<file path="src/hdl/winnowing_fingerprint_selector_assert.svh">
// assertion macros for the winnowing fingerprint selector
// expects signals named clock and reset in the including module
`ifndef WINNOWING_FINGERPRINT_SELECTOR_ASSERT_SVH
`define WINNOWING_FINGERPRINT_SELECTOR_ASSERT_SVH

// same-cycle implication, off while reset is high
`define WFS_ASSERT_IMPLIES(label, ante, cons, msg) \
   label: assert property (@(posedge clock) disable iff (reset) (ante) |-> (cons)) \
      else $error(msg);

// next-cycle implication, off while reset is high
`define WFS_ASSERT_NEXT(label, ante, cons, msg) \
   label: assert property (@(posedge clock) disable iff (reset) (ante) |=> (cons)) \
      else $error(msg);

`endif

</file>
<file path="src/hdl/wfs_pkg.sv">
// shared types, constants and modulo tables of the winnowing fingerprint selector
// no dependencies; used by wfs_hash, wfs_cell and the top level
`default_nettype none

package wfs_pkg;

   localparam int HASH_MODULUS = 101;
   localparam int HASH_RADIX   = 256;
   localparam int HASH_W       = 7;
   localparam int BYTE_W       = 8;
   localparam int LINE_W       = 16;
   localparam int RSP_DATA_W   = 24;

   typedef logic [HASH_W-1:0] hash_type;
   typedef hash_type hash_tab_type [HASH_MODULUS];
   typedef hash_type byte_tab_type [HASH_RADIX];

   // hash of the substring ending at the current byte
   typedef struct packed {
      logic     valid;
      hash_type value;
   } hash_out_type;

   // one queued fingerprint, fingerprint in the low bits
   typedef struct packed {
      logic [LINE_W-1:0] line_number;
      hash_type          fingerprint;
   } result_type;

   // (h * radix) mod modulus for every hash value h
   function automatic hash_tab_type build_shift_tab();
      hash_tab_type t;
      for (int i = 0; i < HASH_MODULUS; i++) begin
         t[i] = HASH_W'((i * HASH_RADIX) % HASH_MODULUS);
      end
      return t;
   endfunction

   // b mod modulus for every byte b
   function automatic byte_tab_type build_byte_tab();
      byte_tab_type t;
      for (int i = 0; i < HASH_RADIX; i++) begin
         t[i] = HASH_W'(i % HASH_MODULUS);
      end
      return t;
   endfunction

   // -(b * radix^len) mod modulus, the weight of the byte leaving the substring
   function automatic byte_tab_type build_drop_tab(input int len);
      int           weight;
      byte_tab_type t;
      weight = 1;
      for (int k = 0; k < len; k++) begin
         weight = (weight * HASH_RADIX) % HASH_MODULUS;
      end
      for (int i = 0; i < HASH_RADIX; i++) begin
         t[i] = HASH_W'((i * (HASH_MODULUS - weight)) % HASH_MODULUS);
      end
      return t;
   endfunction

   localparam hash_tab_type SHIFT_TAB = build_shift_tab();
   localparam byte_tab_type BYTE_TAB  = build_byte_tab();

endpackage

`default_nettype wire

</file>
<file path="src/hdl/wfs_cell.sv">
// one cell of the window chain: running rightmost minimum over the newest entries
// depends on wfs_pkg
`default_nettype none

module wfs_cell #(
   parameter int AGE_W = 2
) (
   input  wire logic             clock,
   input  wire logic             shift,
   input  wire wfs_pkg::hash_type hash_new,
   input  wire wfs_pkg::hash_type prev_value,
   input  wire logic [AGE_W-1:0] prev_age,
   output wfs_pkg::hash_type      value,
   output wfs_pkg::hash_type      next_value,
   output logic [AGE_W-1:0]       age
);
   import wfs_pkg::*;

   hash_type         value_ff, value_in;
   logic [AGE_W-1:0] age_ff, age_in;

   // newest hash wins ties, otherwise take the neighbor's minimum one slot older
   always_comb begin
      value_in = value_ff;
      age_in   = age_ff;
      if (shift) begin
         if (hash_new <= prev_value) begin
            value_in = hash_new;
            age_in   = '0;
         end else begin
            value_in = prev_value;
            age_in   = prev_age + AGE_W'(1);
         end
      end
   end

   always_ff @(posedge clock) begin
      value_ff <= value_in;
      age_ff   <= age_in;
   end

   assign value      = value_ff;
   assign age        = age_ff;
   assign next_value = value_in;

endmodule

`default_nettype wire

</file>
<file path="src/hdl/wfs_hash.sv">
// rolling substring hash: byte shift line, fill count and table-based modulo update
// depends on wfs_pkg
`default_nettype none

module wfs_hash #(
   parameter int SUBSTRING_LEN = 3
) (
   input  wire logic                       clock,
   input  wire logic                       reset,
   input  wire logic                       step,
   input  wire logic                       clear,
   input  wire logic [wfs_pkg::BYTE_W-1:0] data_byte,
   output wfs_pkg::hash_out_type           hash_out
);
   import wfs_pkg::*;

   localparam int SEEN_W = $clog2(SUBSTRING_LEN + 1);
   localparam int SUM_W  = HASH_W + 2;
   localparam byte_tab_type DROP_TAB = build_drop_tab(SUBSTRING_LEN);

   logic [BYTE_W-1:0] recent_ff [SUBSTRING_LEN];
   logic [BYTE_W-1:0] recent_in [SUBSTRING_LEN];
   hash_type          rolling_ff, rolling_in;
   logic [SEEN_W-1:0] seen_ff, seen_in;
   logic [SUM_W-1:0]  sum;
   hash_type          hash_next;

   // shift in the new byte, drop the oldest, reduce the sum of three residues
   always_comb begin
      sum = SUM_W'(SHIFT_TAB[rolling_ff]) + SUM_W'(DROP_TAB[recent_ff[SUBSTRING_LEN-1]])
            + SUM_W'(BYTE_TAB[data_byte]);
      if (sum >= SUM_W'(2 * HASH_MODULUS)) begin
         hash_next = HASH_W'(sum - SUM_W'(2 * HASH_MODULUS));
      end else if (sum >= SUM_W'(HASH_MODULUS)) begin
         hash_next = HASH_W'(sum - SUM_W'(HASH_MODULUS));
      end else begin
         hash_next = HASH_W'(sum);
      end
   end

   // next state of shift line, hash and saturating byte count
   always_comb begin
      for (int k = SUBSTRING_LEN - 1; k > 0; k--) begin
         recent_in[k] = clear ? '0 : recent_ff[k-1];
      end
      recent_in[0] = clear ? '0 : data_byte;
      rolling_in   = clear ? '0 : hash_next;
      if (clear) begin
         seen_in = '0;
      end else if (seen_ff == SEEN_W'(SUBSTRING_LEN)) begin
         seen_in = seen_ff;
      end else begin
         seen_in = seen_ff + SEEN_W'(1);
      end
   end

   always_ff @(posedge clock) begin
      if (reset) begin
         for (int k = 0; k < SUBSTRING_LEN; k++) begin
            recent_ff[k] <= '0;
         end
         rolling_ff <= '0;
         seen_ff    <= '0;
      end else if (step) begin
         recent_ff  <= recent_in;
         rolling_ff <= rolling_in;
         seen_ff    <= seen_in;
      end
   end

   // a hash exists once the current byte completes a full substring
   assign hash_out.valid = (seen_ff >= SEEN_W'(SUBSTRING_LEN - 1));
   assign hash_out.value = hash_next;

endmodule

`default_nettype wire

</file>
<file path="src/hdl/winnowing_fingerprint_selector.sv">
// channel | dir | handshake             | payload
// req     | in  | req_tvalid/req_tready | tdata[7:0] data_byte, tlast end_of_line
// rsp     | out | rsp_tvalid/rsp_tready | tdata[6:0] fingerprint, [22:7] line_number
//
// one byte per clock while the queue has room; a fingerprint enters the output queue
// at the clock edge that takes its byte. the rate is set by the rolling hash update
// and the one-compare step of each window cell, both combinational.
// a two-word output queue keeps req ready while one result waits; req stalls only
// when both words are held.
// synchronous active-high reset clears counts, hash state and the queue; no sweep.
// top level of the winnowing fingerprint selector; uses wfs_pkg, wfs_hash, wfs_cell
`default_nettype none
`include "winnowing_fingerprint_selector_assert.svh"

module winnowing_fingerprint_selector #(
   parameter int SUBSTRING_LEN = 3,
   parameter int WINDOW_SIZE   = 4
) (
   input  wire logic                           clock,
   input  wire logic                           reset,
   input  wire logic                           req_tvalid,
   output logic                                req_tready,
   input  wire logic [wfs_pkg::BYTE_W-1:0]     req_tdata,  // [7:0] data_byte
   input  wire logic                           req_tlast,
   output logic                                rsp_tvalid,
   input  wire logic                           rsp_tready,
   output logic [wfs_pkg::RSP_DATA_W-1:0]      rsp_tdata   // [6:0] fingerprint,
                                                           // [22:7] line_number
);
   import wfs_pkg::*;

   localparam int AGE_W  = (WINDOW_SIZE > 1) ? $clog2(WINDOW_SIZE) : 1;
   localparam int CNT_W  = $clog2(WINDOW_SIZE + 1);
   localparam int FILL_W = 2;
   localparam int QUEUE_DEPTH = 2;

   logic             req_accept, rsp_pop, line_end, hash_step;
   hash_out_type     hash_out;
   hash_type         cell_value [WINDOW_SIZE];
   hash_type         cell_next  [WINDOW_SIZE];
   logic [AGE_W-1:0] cell_age   [WINDOW_SIZE];

   logic [CNT_W-1:0]  hash_count_ff, hash_count_in, count_step;
   logic [LINE_W-1:0] line_counter_ff, line_counter_in;
   logic              fill_event, steady_event, short_event, emit;
   logic [AGE_W-1:0]  sel_index;
   result_type        result_new;
   result_type        slot0_ff, slot0_in, slot1_ff, slot1_in;
   logic [FILL_W-1:0] fill_ff, fill_in;

   assign req_accept = req_tvalid && req_tready;
   assign rsp_pop    = rsp_tvalid && rsp_tready;
   assign line_end   = req_accept && req_tlast;
   assign hash_step  = req_accept && hash_out.valid;

   // rolling hash of the newest substring
   wfs_hash #(
      .SUBSTRING_LEN(SUBSTRING_LEN)
   ) u_hash (
      .clock    (clock),
      .reset    (reset),
      .step     (req_accept),
      .clear    (req_tlast),
      .data_byte(req_tdata),
      .hash_out (hash_out)
   );

   // window chain: cell k holds the rightmost minimum of the newest k+1 hashes
   for (genvar g = 0; g < WINDOW_SIZE; g++) begin : g_cell
      hash_type         prev_value;
      logic [AGE_W-1:0] prev_age;
      if (g == 0) begin : g_head
         assign prev_value = hash_out.value;
         assign prev_age   = '0;
      end else begin : g_link
         assign prev_value = cell_value[g-1];
         assign prev_age   = cell_age[g-1];
      end
      wfs_cell #(
         .AGE_W(AGE_W)
      ) u_cell (
         .clock     (clock),
         .shift     (hash_step),
         .hash_new  (hash_out.value),
         .prev_value(prev_value),
         .prev_age  (prev_age),
         .value     (cell_value[g]),
         .next_value(cell_next[g]),
         .age       (cell_age[g])
      );
   end

   // emission decision: first full window, minimum aged out, strictly smaller hash,
   // or a short line ending
   always_comb begin
      count_step   = hash_count_ff;
      fill_event   = 1'b0;
      steady_event = 1'b0;
      if (hash_step) begin
         if (hash_count_ff == CNT_W'(WINDOW_SIZE)) begin
            steady_event = (cell_age[WINDOW_SIZE-1] == AGE_W'(WINDOW_SIZE - 1))
                           || (hash_out.value < cell_value[WINDOW_SIZE-1]);
         end else begin
            count_step = hash_count_ff + CNT_W'(1);
            fill_event = (count_step == CNT_W'(WINDOW_SIZE));
         end
      end
      short_event = line_end && (count_step != '0) && (count_step < CNT_W'(WINDOW_SIZE));
      emit        = fill_event || steady_event || short_event;
      sel_index   = short_event ? AGE_W'(count_step - CNT_W'(1)) : AGE_W'(WINDOW_SIZE - 1);
      result_new.fingerprint = cell_next[sel_index];
      result_new.line_number = line_counter_ff;
      hash_count_in   = line_end ? '0 : count_step;
      line_counter_in = line_end ? line_counter_ff + LINE_W'(1) : line_counter_ff;
   end

   // two-word output queue, slot0 is the head
   always_comb begin
      slot0_in = slot0_ff;
      slot1_in = slot1_ff;
      fill_in  = fill_ff;
      case ({emit, rsp_pop})
         2'b10: begin
            if (fill_ff == '0) begin
               slot0_in = result_new;
            end else begin
               slot1_in = result_new;
            end
            fill_in = fill_ff + FILL_W'(1);
         end
         2'b01: begin
            slot0_in = slot1_ff;
            fill_in  = fill_ff - FILL_W'(1);
         end
         2'b11: begin
            if (fill_ff == FILL_W'(1)) begin
               slot0_in = result_new;
            end else begin
               slot0_in = slot1_ff;
               slot1_in = result_new;
            end
         end
         default: begin
         end
      endcase
   end

   always_ff @(posedge clock) begin
      if (reset) begin
         hash_count_ff   <= '0;
         line_counter_ff <= '0;
         fill_ff         <= '0;
      end else begin
         hash_count_ff   <= hash_count_in;
         line_counter_ff <= line_counter_in;
         fill_ff         <= fill_in;
      end
   end

   // queue payload
   always_ff @(posedge clock) begin
      slot0_ff <= slot0_in;
      slot1_ff <= slot1_in;
   end

   assign req_tready = (fill_ff != FILL_W'(QUEUE_DEPTH));
   assign rsp_tvalid = (fill_ff != '0);
   assign rsp_tdata  = RSP_DATA_W'(slot0_ff);

   // checks
   `WFS_ASSERT_IMPLIES(a_fingerprint_range, rsp_tvalid,
      rsp_tdata[HASH_W-1:0] < HASH_W'(HASH_MODULUS), "fingerprint not below modulus")
   `WFS_ASSERT_IMPLIES(a_count_bound, 1'b1, hash_count_ff <= CNT_W'(WINDOW_SIZE),
      "hash count beyond window size")
   `WFS_ASSERT_NEXT(a_line_end_clears, line_end, hash_count_ff == '0,
      "hash count not cleared at line end")
   `WFS_ASSERT_NEXT(a_line_holds, req_accept && !req_tlast,
      line_counter_ff == $past(line_counter_ff), "line counter moved inside a line")
   `WFS_ASSERT_IMPLIES(a_min_not_above_newest, hash_count_ff == CNT_W'(WINDOW_SIZE),
      cell_value[WINDOW_SIZE-1] <= cell_value[0], "window minimum above newest hash")

endmodule

`default_nettype wire

</file>
<file path="config.mk">
export PLATFORM = sky130hd
export DESIGN_NAME = winnowing_fingerprint_selector
export DESIGN_NICKNAME = d
export VERILOG_FILES = /design/src/hdl/wfs_pkg.sv /design/src/hdl/wfs_cell.sv /design/src/hdl/wfs_hash.sv /design/src/hdl/winnowing_fingerprint_selector.sv
export VERILOG_INCLUDE_DIRS = /design/src /design/src/hdl
export SDC_FILE = /design/constraint.sdc
export NUM_CORES = 1
export LEC_CHECK = 0
export BUFFER_PORTS_ARGS = -buffer_cell sky130_fd_sc_hd__buf_2
export CAP_MARGIN = 10
export CORE_MARGIN = 3
export CORE_UTILIZATION = 36
export CTS_BUF_LIST = sky130_fd_sc_hd__clkbuf_2 sky130_fd_sc_hd__clkbuf_4 sky130_fd_sc_hd__clkbuf_8
export CTS_CLUSTER_SIZE = 30
export DETAILED_ROUTE_END_ITERATION = 16
export GPL_TIMING_DRIVEN = 0
export HOLD_SLACK_MARGIN = 0.03
export PLACE_DENSITY_LB_ADDON = 0.05
export SLEW_MARGIN = 30
export SYNTH_ARGS = -nofsm -noshare
export SYNTH_HDL_FRONTEND = slang
export SYNTH_SLANG_ARGS = --single-unit
export TNS_END_PERCENT = 10
</file>
<file path="constraint.sdc">
create_clock -name clock -period 19.5 [get_ports clock]
set_input_delay 0 -clock clock [delete_from_list [all_inputs] [get_ports clock]]
set_output_delay 0 -clock clock [all_outputs]
set_load 0.01 [all_outputs]
</file>
==> impl_metrics.csv, run 1 <==
group,metric,value,unit
logic_synthesis,syn_avg_cell_area,7.59,sq um
logic_synthesis,ys_types,78,
worst_setup_path,worstSetupPathType,"reg -> reg",
worst_hold_path,min_path_type,"in -> reg",
worst_setup_path,cp_max_fo,12,
placement,numPortBuffers,35,
finish,num-fill-cells,3293,
clock_tree,cts-root-buf,"clkbuf_8",
global_route,grt_pass1_vias,11072,
sta,max_freq,96.6,MHz
clock_tree,cts_inserted_buffers,17,
finish,regArea,3170,sq um
run_status,status,"finished, final reports clean",
route,via_per_inst,5.85,
clock_tree,clk_path_buf_depth,2,
finish,drive_above_1_share,7.44,%
sta,finClkSkew,0.0153,ns
finish,antenna_cells,0,
logic_synthesis,synth_cells,1513,
worst_setup_path,worst_setup_path_end_kind,"flop",
global_route,grt.total_usage,23.5,%
worst_setup_path,critPathLaunchType,"flop",
sta,period_share,53.1,%
placement,gp_congestion,0.936,
clock_tree,cts_sinks,133,
sta,rsz0062_at_grt,"no",
worst_setup_path,worst-r2r-cell-count,34,
sta,post-route-min-period,10.36,ns
global_route,gr-usage-met3,4.46,%
global_route,grt.met2_usage,36.6,%
global_route,overflow,0,
logic_synthesis,synth_fa_ha_area_share,10.8,%
finish,fin_util,40.9,%
finish,multi_input_area,7550,sq um
logic_synthesis,synth_seq_cells,133,
global_route,gr-usage-met1,33.2,%
power,total_power,1780,uW
global_route,busiest_layer,"met2",
power,peakVddDrop,0.000107,V
route,finalWirelength,40200,um
sta,maxSlewViolCount,0,
logic_synthesis,synth_warnings,0,
logic_synthesis,synthSimpleGateAreaFrac,19.4,%
die,initial_core_util,37.1,%
route,initialDrtViolationCount,1198,
logic_synthesis,synth-edff-count,51,
logic_synthesis,synthMuxAreaShare,4.29,%
logic_synthesis,synthArstFlopShare,0,%
clock_tree,clock_latency,0.47,ns
finish,finalNonFillerCells,1981,
clock_tree,htree_levels,4,
logic_synthesis,synth_top_family_by_area,"compound AO/OA/AOI/OAI gates",
die,dieArea,34100,sq um
worst_setup_path,cpPeakStageDelay,0.73,ns
worst_setup_path,cpMaxStageDelayCell,"o21ai_1",
logic_synthesis,synthesis.area,11500,sq um
die,dieWidth,185,um
die,core,31000,sq um
worst_setup_path,crit_required,19.70,ns
worst_setup_path,cp.arrival,10.56,ns
route,firstDrtPassIters,5,
die,die_y,185,um
logic_synthesis,synth_xor_xnor_area_share,2.41,%
sta,slew_headroom,38.8,%
sta,hold_violations,0,
finish,finalNetCount,1679,
placement,post-dp-hpwl,29700,um
route,vias,11580,
placement,place_inst,1946,
die,std_cell_rows,64,
run,drv_cap,0,
route,ant_nets,0,
die,pin_count,39,
logic_synthesis,synth_compound_area_share,28.5,%
route,drc,0,
logic_synthesis,ys.flop_type,"dfxtp_1",
sta,finalSetupTns,0,ns
power,p_per_area,140,nW/um^2
clock_tree,cts.clk_slew.worst_paths,0.09,ns
finish,area_growth,10.3,%
global_route,antenna_found_initial,2,
clock_tree,cts_tree,"built",
sta,setup_viol,0,
sta,worst_pin_slew,0.912,ns
route,routedWlPerCell,20.3,um
global_route,grt_pass1_wl,63100,um
global_route,grt_start_max_net_pins,18,
power,leakagePower,0.00469,uW
logic_synthesis,synthesis.nets,1620,
logic_synthesis,synth_seq_area_share,27.6,%
worst_hold_path,holdPathStages,4,
[registers in the layout (all words and copies together) (netlist names)]
name	count
g_cell.u_cell.value	28
fill_ff	2
line_counter_ff	16
hash_count_ff	3
u_hash.rolling_ff	7
g_cell.u_cell.age	5
rsp_tdata	23
slot1_ff	23
u_hash.seen_ff	2
u_hash.recent_ff	24
[routing by layer]
| metal | vias up | share of wire [%] |
|---|---|---|
| met3 | 89 | 6.1 |
| met2 | 450 | 44 |
| met5 | - | 0.085 |
| met1 | 5478 | 47 |
| met4 | 4 | 2.3 |
| li1 | 5559 | - |
[final timing paths]
check / startpoint / end / slack, ns
setup / recovery: u_hash.recent_ff[2] / rsp_tdata[6] / 9.14
hold / removal: req_tvalid / u_hash.recent_ff[23] / 0.07
setup reg to reg: u_hash.recent_ff[2] / rsp_tdata[6] / 9.14
hold reg to reg: line_counter_ff[10] / slot1_ff[17] / 0.45
[per-stage QoR]
stage | area, sq um | hold slack, ns | worst slack [ns]
after floorplan | 11500 | 0.203 | 10.81
after global placement | 12200 | 0.398 | 8.22
after detailed placement | 12200 | 0.403 | 9.38
after CTS | 12700 | 0.0401 | 9.31
after global routing | 12700 | 0.0576 | 8.52
final | 12700 | 0.0719 | 9.14
[cells by family (layout without fill, tap and decap cells)]
logic type               after synthesis  after routing
buffers and inverters                210            282
AO/OA/AOI/OAI                        524            524
other                                  1              1
flip-flops                           133            133
XOR/XNOR                              29             29
AND/OR/NAND/NOR                      489            489
multiplexers                          33             33
adder cells (fa/ha/maj)               94             94
[critical path: cells and delay by family, from the launching register on]
family / cells / cell delay [ns]
adders and majority gates: 6 / 2.26
DFF: 1 / 0.40
buffers and inverters: 8 / 2.42
and+or+nand+nor: 4 / 0.77
muxes: 3 / 1.15
AOI/OAI and AO/OA: 12 / 2.92
xor gates and xnor gates: 1 / 0.17
[Yosys cell counts (all sizes together) (19+ instances only)]
library cell  instances  area, sq um
inv                  85          319
edfxtp               51         1530
a211oi               23          183
a21oi               165          826
a31oi                27          184
nor3                 36          180
ha                   86         1080
buf                  21         83.8
nand2               177          664
nor2b                19          119
dfxtp                82         1640
nand3b               24          180
nand3                32          160
nor2                135          507
o21ai               153          769
nand2b               19          119
o211ai               29          218
clkbuf              102          384
[timing repair]
item                      CTS  global route
setup buffers               0             0
hold buffers                3             0
hold endpoints to repair    6             0
resized for setup           0             0
[report_power, final]
group          switching (uW)  internal, uW
combinational             752           421
clock                     116           123
sequential               30.8           334
total                     899           878
[cell type report]
cell class / instances / share of cell area, %
plain buffers: 123 / 3.69
clock buffers: 21 / 2.16
clock inverters: 11 / 0.997
inverters: 87 / 2.58
multi-input cells: 1170 / 59.6
flip-flops and latches: 133 / 25.0
well taps: 396 / 3.91
repair buffers: 40 / 2.05
[placed cells by master, fill, tap and decap left out, types with 12 or more instances in the layout]
cell type,count
a22oi_1,14
o211ai_1,29
nand2b_1,19
a311oi_1,13
mux4_2,12
a21oi_1,164
nand2_1,177
o21ai_0,146
nor2b_1,19
nor3_1,36
edfxtp_1,51
a31oi_1,26
inv_1,84
nand3_1,32
xor2_1,13
mux2i_1,14
a22o_1,16
dfxtp_1,82
nor2_1,135
clkbuf_8,19
a211oi_1,21
nand3b_1,24
buf_1,19
buf_2,36
xnor2_1,13
ha_1,86
clkbuf_1,101
No activity file was read; power rests on OpenSTA's default activity.
==> run 2, diff against run 1 <==
==> constraint.sdc (replaced) <==
create_clock -name clock -period 9.7 [get_ports clock]
set_input_delay 0 -clock clock [delete_from_list [all_inputs] [get_ports clock]]
set_output_delay 0 -clock clock [all_outputs]
set_load 0.01 [all_outputs]
==> impl_metrics.csv, run 2 (synthesis gave the netlist of run 1 again) <==
group,metric,value,unit
power,p_int,1800,uW
die,dieWidth,185,um
worst_hold_path,min_from,"req_tvalid",
sta,maxSlewViolCount,0,
sta,setup_viol,0,
power,total_power,3660,uW
placement,numPortBuffers,35,
sta,period_share,94.9,%
route,finalWirelength,40400,um
sta,finClkSkew,0.0162,ns
run_status,status,"finished, final reports clean",
sta,slew_headroom,43.0,%
power,p_comb_share,66.8,%
global_route,grt_start_max_net_pins,18,
global_route,grt_pass1_wl,63100,um
sta,hold-worst-slack,0.0800,ns
power,peakVddDrop,0.000163,V
finish,antenna_cells,0,
worst_setup_path,regToRegSetupSlack,0.50,ns
global_route,overflow,0,
clock_tree,cts_inserted_buffers,17,
clock_tree,cts_tree,"built",
sta,worst_pin_slew,0.855,ns
worst_setup_path,cp-startpoint,"u_hash.recent_ff[1]",
die,dieArea,34100,sq um
route,via_per_inst,5.87,
global_route,antenna_found_initial,2,
global_route,grt_pass1_vias,11067,
clock_tree,htree_levels,4,
finish,num-fill-cells,3276,
clock_tree,cts.clk_slew.worst_paths,0.09,ns
finish,area_growth,11.1,%
die,die_y,185,um
route,routedWlPerCell,20.4,um
route,ant_nets,0,
worst_setup_path,cp.arrival,9.53,ns
die,std_cell_rows,64,
finish,drive_above_1_share,8.94,%
global_route,grt.total_usage,23.5,%
clock_tree,cts-root-buf,"clkbuf_8",
placement,gp_congestion,0.936,
clock_tree,clk_path_buf_depth,2,
clock_tree,cts_sinks,133,
power,power_switching,1860,uW
worst_hold_path,min_path_type,"in -> reg",
run,drv_cap,0,
sta,hold_violations,0,
placement,post-dp-hpwl,29700,um
worst_setup_path,crit_required,10.03,ns
power,leakagePower,0.00474,uW
worst_setup_path,critPathLaunchType,"flop",
worst_setup_path,critPathTopFamily,"compound AO/OA/AOI/OAI gates",
worst_setup_path,cp_max_fo,12,
worst_setup_path,cpPeakStageDelay,0.72,ns
worst_setup_path,r2r-start,"u_hash.recent_ff[1]",
die,core,31000,sq um
finish,final_common_cell,"nand2_1",
worst_setup_path,path_buf_inv,6,
finish,fin_util,41.2,%
power,switching_share,50.7,%
die,pin_count,39,
worst_setup_path,crit_path_frequent_cell,"inv_1",
die,initial_core_util,37.1,%
finish,finalNetCount,1682,
clock_tree,clock_latency,0.46,ns
worst_setup_path,worst_setup_path_end_kind,"flop",
finish,final_cell_mix,"nand2_1 (175), a21oi_1 (161), o21ai_0 (146)",
finish,largest_reg_flops,28,
sta,max_freq,109,MHz
worst_setup_path,cpMaxStageDelayCell,"dfxtp_1",
worst_setup_path,worstSetupPathType,"reg -> reg",
route,firstDrtPassIters,6,
sta,rsz0062_at_grt,"no",
route,initialDrtViolationCount,1208,
power,p_per_area,287,nW/um^2
sta,post-route-min-period,9.20,ns
route,drc,0,
route,vias,11652,
power,pwr-share-seq,20.1,%
power,clock_power_share,13.2,%
## run 2: cell count changes in the layout (fill, tap and decap cells not counted), sizes merged
cell      before  now
clkinvlp       2    3
clkinv         7    6
buf           58   61
## run 2: worst reg2reg max path, delay by kind of cell, from the launching register on
kind,cells,cell delay (ns)
buffers and inverters,6,1.44
muxes,3,0.97
and+or+nand+nor,6,0.76
adders and majority gates,5,1.89
xor gates and xnor gates,1,0.19
AOI/OAI and AO/OA,10,3.09
DFF,1,0.72
## run 2: per-stage QoR
stage          setup TNS, ns  cells  setup WS [ns]  cell area (sq um)
3_3_place_gp          -70.97   1944          -1.58              12200
5_1_grt                    0   1984         0.0765              12800
3_5_place_dp           -9.19   1946         -0.421              12200
6_report                   0   1984          0.496              12800
2_1_floorplan              0   1513           1.01              11500
4_1_cts                    0   1981         0.0201              12700
## run 2: what timing repair did
item,in CTS,in global routing
resized for setup,6,22
buffers inserted,0,3
pin swaps,0,0
endpoints found under the setup margin,46,73
cloned,0,0
endpoints found under the hold margin,6,0
hold buffers,3,0
## run 2: per-layer routing
layer	track usage (%)	up-vias	wire length [um]	part of all wire (%)
li1	-	5564	-	-
met1	33.2	5544	18900	47
met2	36.6	461	17900	44
met3	4.52	79	2590	6.4
met4	6.93	4	957	2.4
met5	0	-	34	0.084
## run 2: worst paths after layout
path                          end  cells past startpoint
max                  rsp_tdata[1]                     31
min reg2reg          slot1_ff[17]                      0
min          u_hash.recent_ff[23]                      4
max reg2reg          rsp_tdata[1]                     31
## run 2: area by class of cell
class / count / area, sq um / share of cell area (%)
multi-input combinational: 1170 / 7600 / 59.6
clock buffer: 21 / 274 / 2.15
sequential: 133 / 3170 / 24.9
timing repair buffer: 43 / 283 / 2.22
buffer: 123 / 480 / 3.76
inverter: 87 / 330 / 2.59
tap: 396 / 495 / 3.88
clock inverter: 11 / 126 / 0.990
## run 2: power by group through the flow
stage	Combinational, uW	Sequential, uW	Clock, uW
6_report	2440	734	482
5_1_grt	2730	741	521
4_1_cts	2350	733	497
3_5_place_dp	2330	746	0
3_3_place_gp	2300	746	0
2_1_floorplan	1700	721	0
==> run 3, diff against run 2 <==
--- a/config.mk
+++ b/config.mk
@@ -15,7 +15,7 @@
 export DETAILED_ROUTE_END_ITERATION = 16
 export GPL_TIMING_DRIVEN = 0
 export HOLD_SLACK_MARGIN = 0.03
-export PLACE_DENSITY_LB_ADDON = 0.05
+export PLACE_DENSITY = 0.57
 export SLEW_MARGIN = 30
 export SYNTH_ARGS = -nofsm -noshare
 export SYNTH_HDL_FRONTEND = slang
==> impl_metrics.csv, run 3 (synthesis gave the netlist of run 1 again) <==
group,metric,value,unit
power,peakVddDrop,0.000189,V
global_route,overflow,0,
route,vias,11708,
power,leakagePower,0.00473,uW
finish,final_common_cell,"nand2_1",
power,pwr-share-seq,20.0,%
placement,post-dp-hpwl,27800,um
power,switching_share,51.5,%
placement,gp_congestion,0.981,
sta,maxSlewViolCount,0,
power,clock_power_share,13.4,%
sta,period_share,95.0,%
sta,finClkSkew,0.0156,ns
sta,rsz0062_at_grt,"no",
route,finalWirelength,37900,um
finish,final_cell_mix,"nand2_1 (175), a21oi_1 (163), o21ai_0 (146)",
worst_setup_path,worstSetupPathType,"reg -> reg",
die,pin_count,39,
finish,finalNetCount,1684,
power,p_comb_share,66.5,%
sta,finalSetupTns,0,ns
global_route,grt.total_usage,22.1,%
die,core,31000,sq um
route,routedWlPerCell,19.1,um
clock_tree,cts_inserted_buffers,17,
route,drc,0,
route,ant_nets,0,
clock_tree,cts-root-buf,"clkbuf_8",
die,std_cell_rows,64,
finish,fin_util,41.2,%
worst_setup_path,critPathLaunchType,"flop",
sta,worst_pin_slew,0.865,ns
run_status,status,"finished, final reports clean",
finish,largest_reg_flops,28,
global_route,grt_start_max_net_pins,17,
route,firstDrtPassIters,6,
sta,slew_headroom,41.9,%
clock_tree,clock_latency,0.47,ns
route,via_per_inst,5.89,
sta,post-route-min-period,9.22,ns
placement,numPortBuffers,35,
clock_tree,htree_levels,4,
worst_setup_path,cp.arrival,9.42,ns
finish,area_growth,11.2,%
worst_setup_path,cpPeakStageDelay,0.59,ns
sta,hold_violations,0,
finish,drive_above_1_share,8.81,%
global_route,antenna_found_initial,1,
global_route,grt_pass1_wl,60400,um
worst_setup_path,cpMaxStageDelayCell,"fa_1",
worst_setup_path,cp_max_fo,12,
worst_setup_path,crit_required,9.91,ns
run,drv_cap,0,
worst_hold_path,min_path_type,"in -> reg",
die,dieWidth,185,um
power,p_per_area,286,nW/um^2
worst_setup_path,worst_setup_path_end_kind,"flop",
global_route,grt_pass1_vias,10983,
die,initial_core_util,37.1,%
power,power_switching,1880,uW
die,dieArea,34100,sq um
clock_tree,cts_tree,"built",
clock_tree,clk_path_buf_depth,2,
die,die_y,185,um
power,p_int,1770,uW
finish,num-fill-cells,3171,
route,initialDrtViolationCount,1208,
sta,setup_viol,0,
clock_tree,cts_sinks,133,
sta,max_freq,108,MHz
clock_tree,cts.clk_slew.worst_paths,0.09,ns
==> run 3: metrics by stage <==
step | instances | setup WS, ns | power (uW) | instance area, sq um | hold WS (ns)
after floorplan | 1513 | 1.01 | 2430 | 11500 | 0.203
after global placement | 1944 | -1.35 | 3000 | 12200 | 0.404
after detailed placement | 1946 | -0.142 | 3030 | 12200 | 0.404
after CTS | 1982 | 0.00300 | 3550 | 12700 | 0.102
after global routing | 1987 | 0.0108 | 3950 | 12800 | 0.164
final | 1987 | 0.482 | 3650 | 12800 | 0.121
==> run 3: power by group through the flow <==
stage	Combinational (uW)	Sequential [uW]	Clock (uW)
finish	2430	732	491
global route	2690	739	524
CTS	2320	730	500
detailed placement	2290	743	0
global placement	2260	744	0
floorplan	1700	721	0
==> run 3: final cells by class <==
type / instances / area (sq um) / share of cell area, %
inverters: 87 / 334 / 2.62
clock inverters: 15 / 180 / 1.41
clock buffers: 17 / 234 / 1.83
repair buffers: 45 / 288 / 2.25
diodes: 1 / 2.50 / 0.0196
plain buffers: 123 / 478 / 3.74
flip-flops and latches: 133 / 3170 / 24.8
well taps: 396 / 495 / 3.88
multi-input cells: 1170 / 7590 / 59.4
==> run 3: timing repair <==
item,4_1_cts,5_1_grt
hold endpoints to repair,6,0
hold buffers,4,0
gates resized for setup,3,21
buffers inserted,0,4
gates cloned,0,0
setup endpoints to repair,25,72
==> run 3: final timing paths <==
check | from | endpoint | slack, ns | cells past startpoint
setup / recovery | u_hash.recent_ff[2] | rsp_tdata[3] | 0.48 | 34
hold / removal | req_tdata[0] | u_hash.recent_ff[16] | 0.12 | 5
setup reg to reg | u_hash.recent_ff[2] | rsp_tdata[3] | 0.48 | 34
hold reg to reg | u_hash.recent_ff[15] | u_hash.recent_ff[15] | 0.45 | 2
==> run 3: critical path: cells and delay by family (launching register included) <==
family          cells  cell delay (ns)
compound gates     10             2.34
buf+inv             8             1.58
fa+ha+maj           7             2.42
simple gates        5             0.85
flops               1             0.41
xor+xnor            1             0.28
mux                 3             1.08
==> run 3: metal layers <==
layer  share of wire (%)  GRT usage, %  vias up
met1                  45          31.4     5496
met2                  44          33.5      546
met4                 2.7          7.47        0
li1                    -             -     5577
met3                 8.6          4.36       89
met5                   0         0.143        -
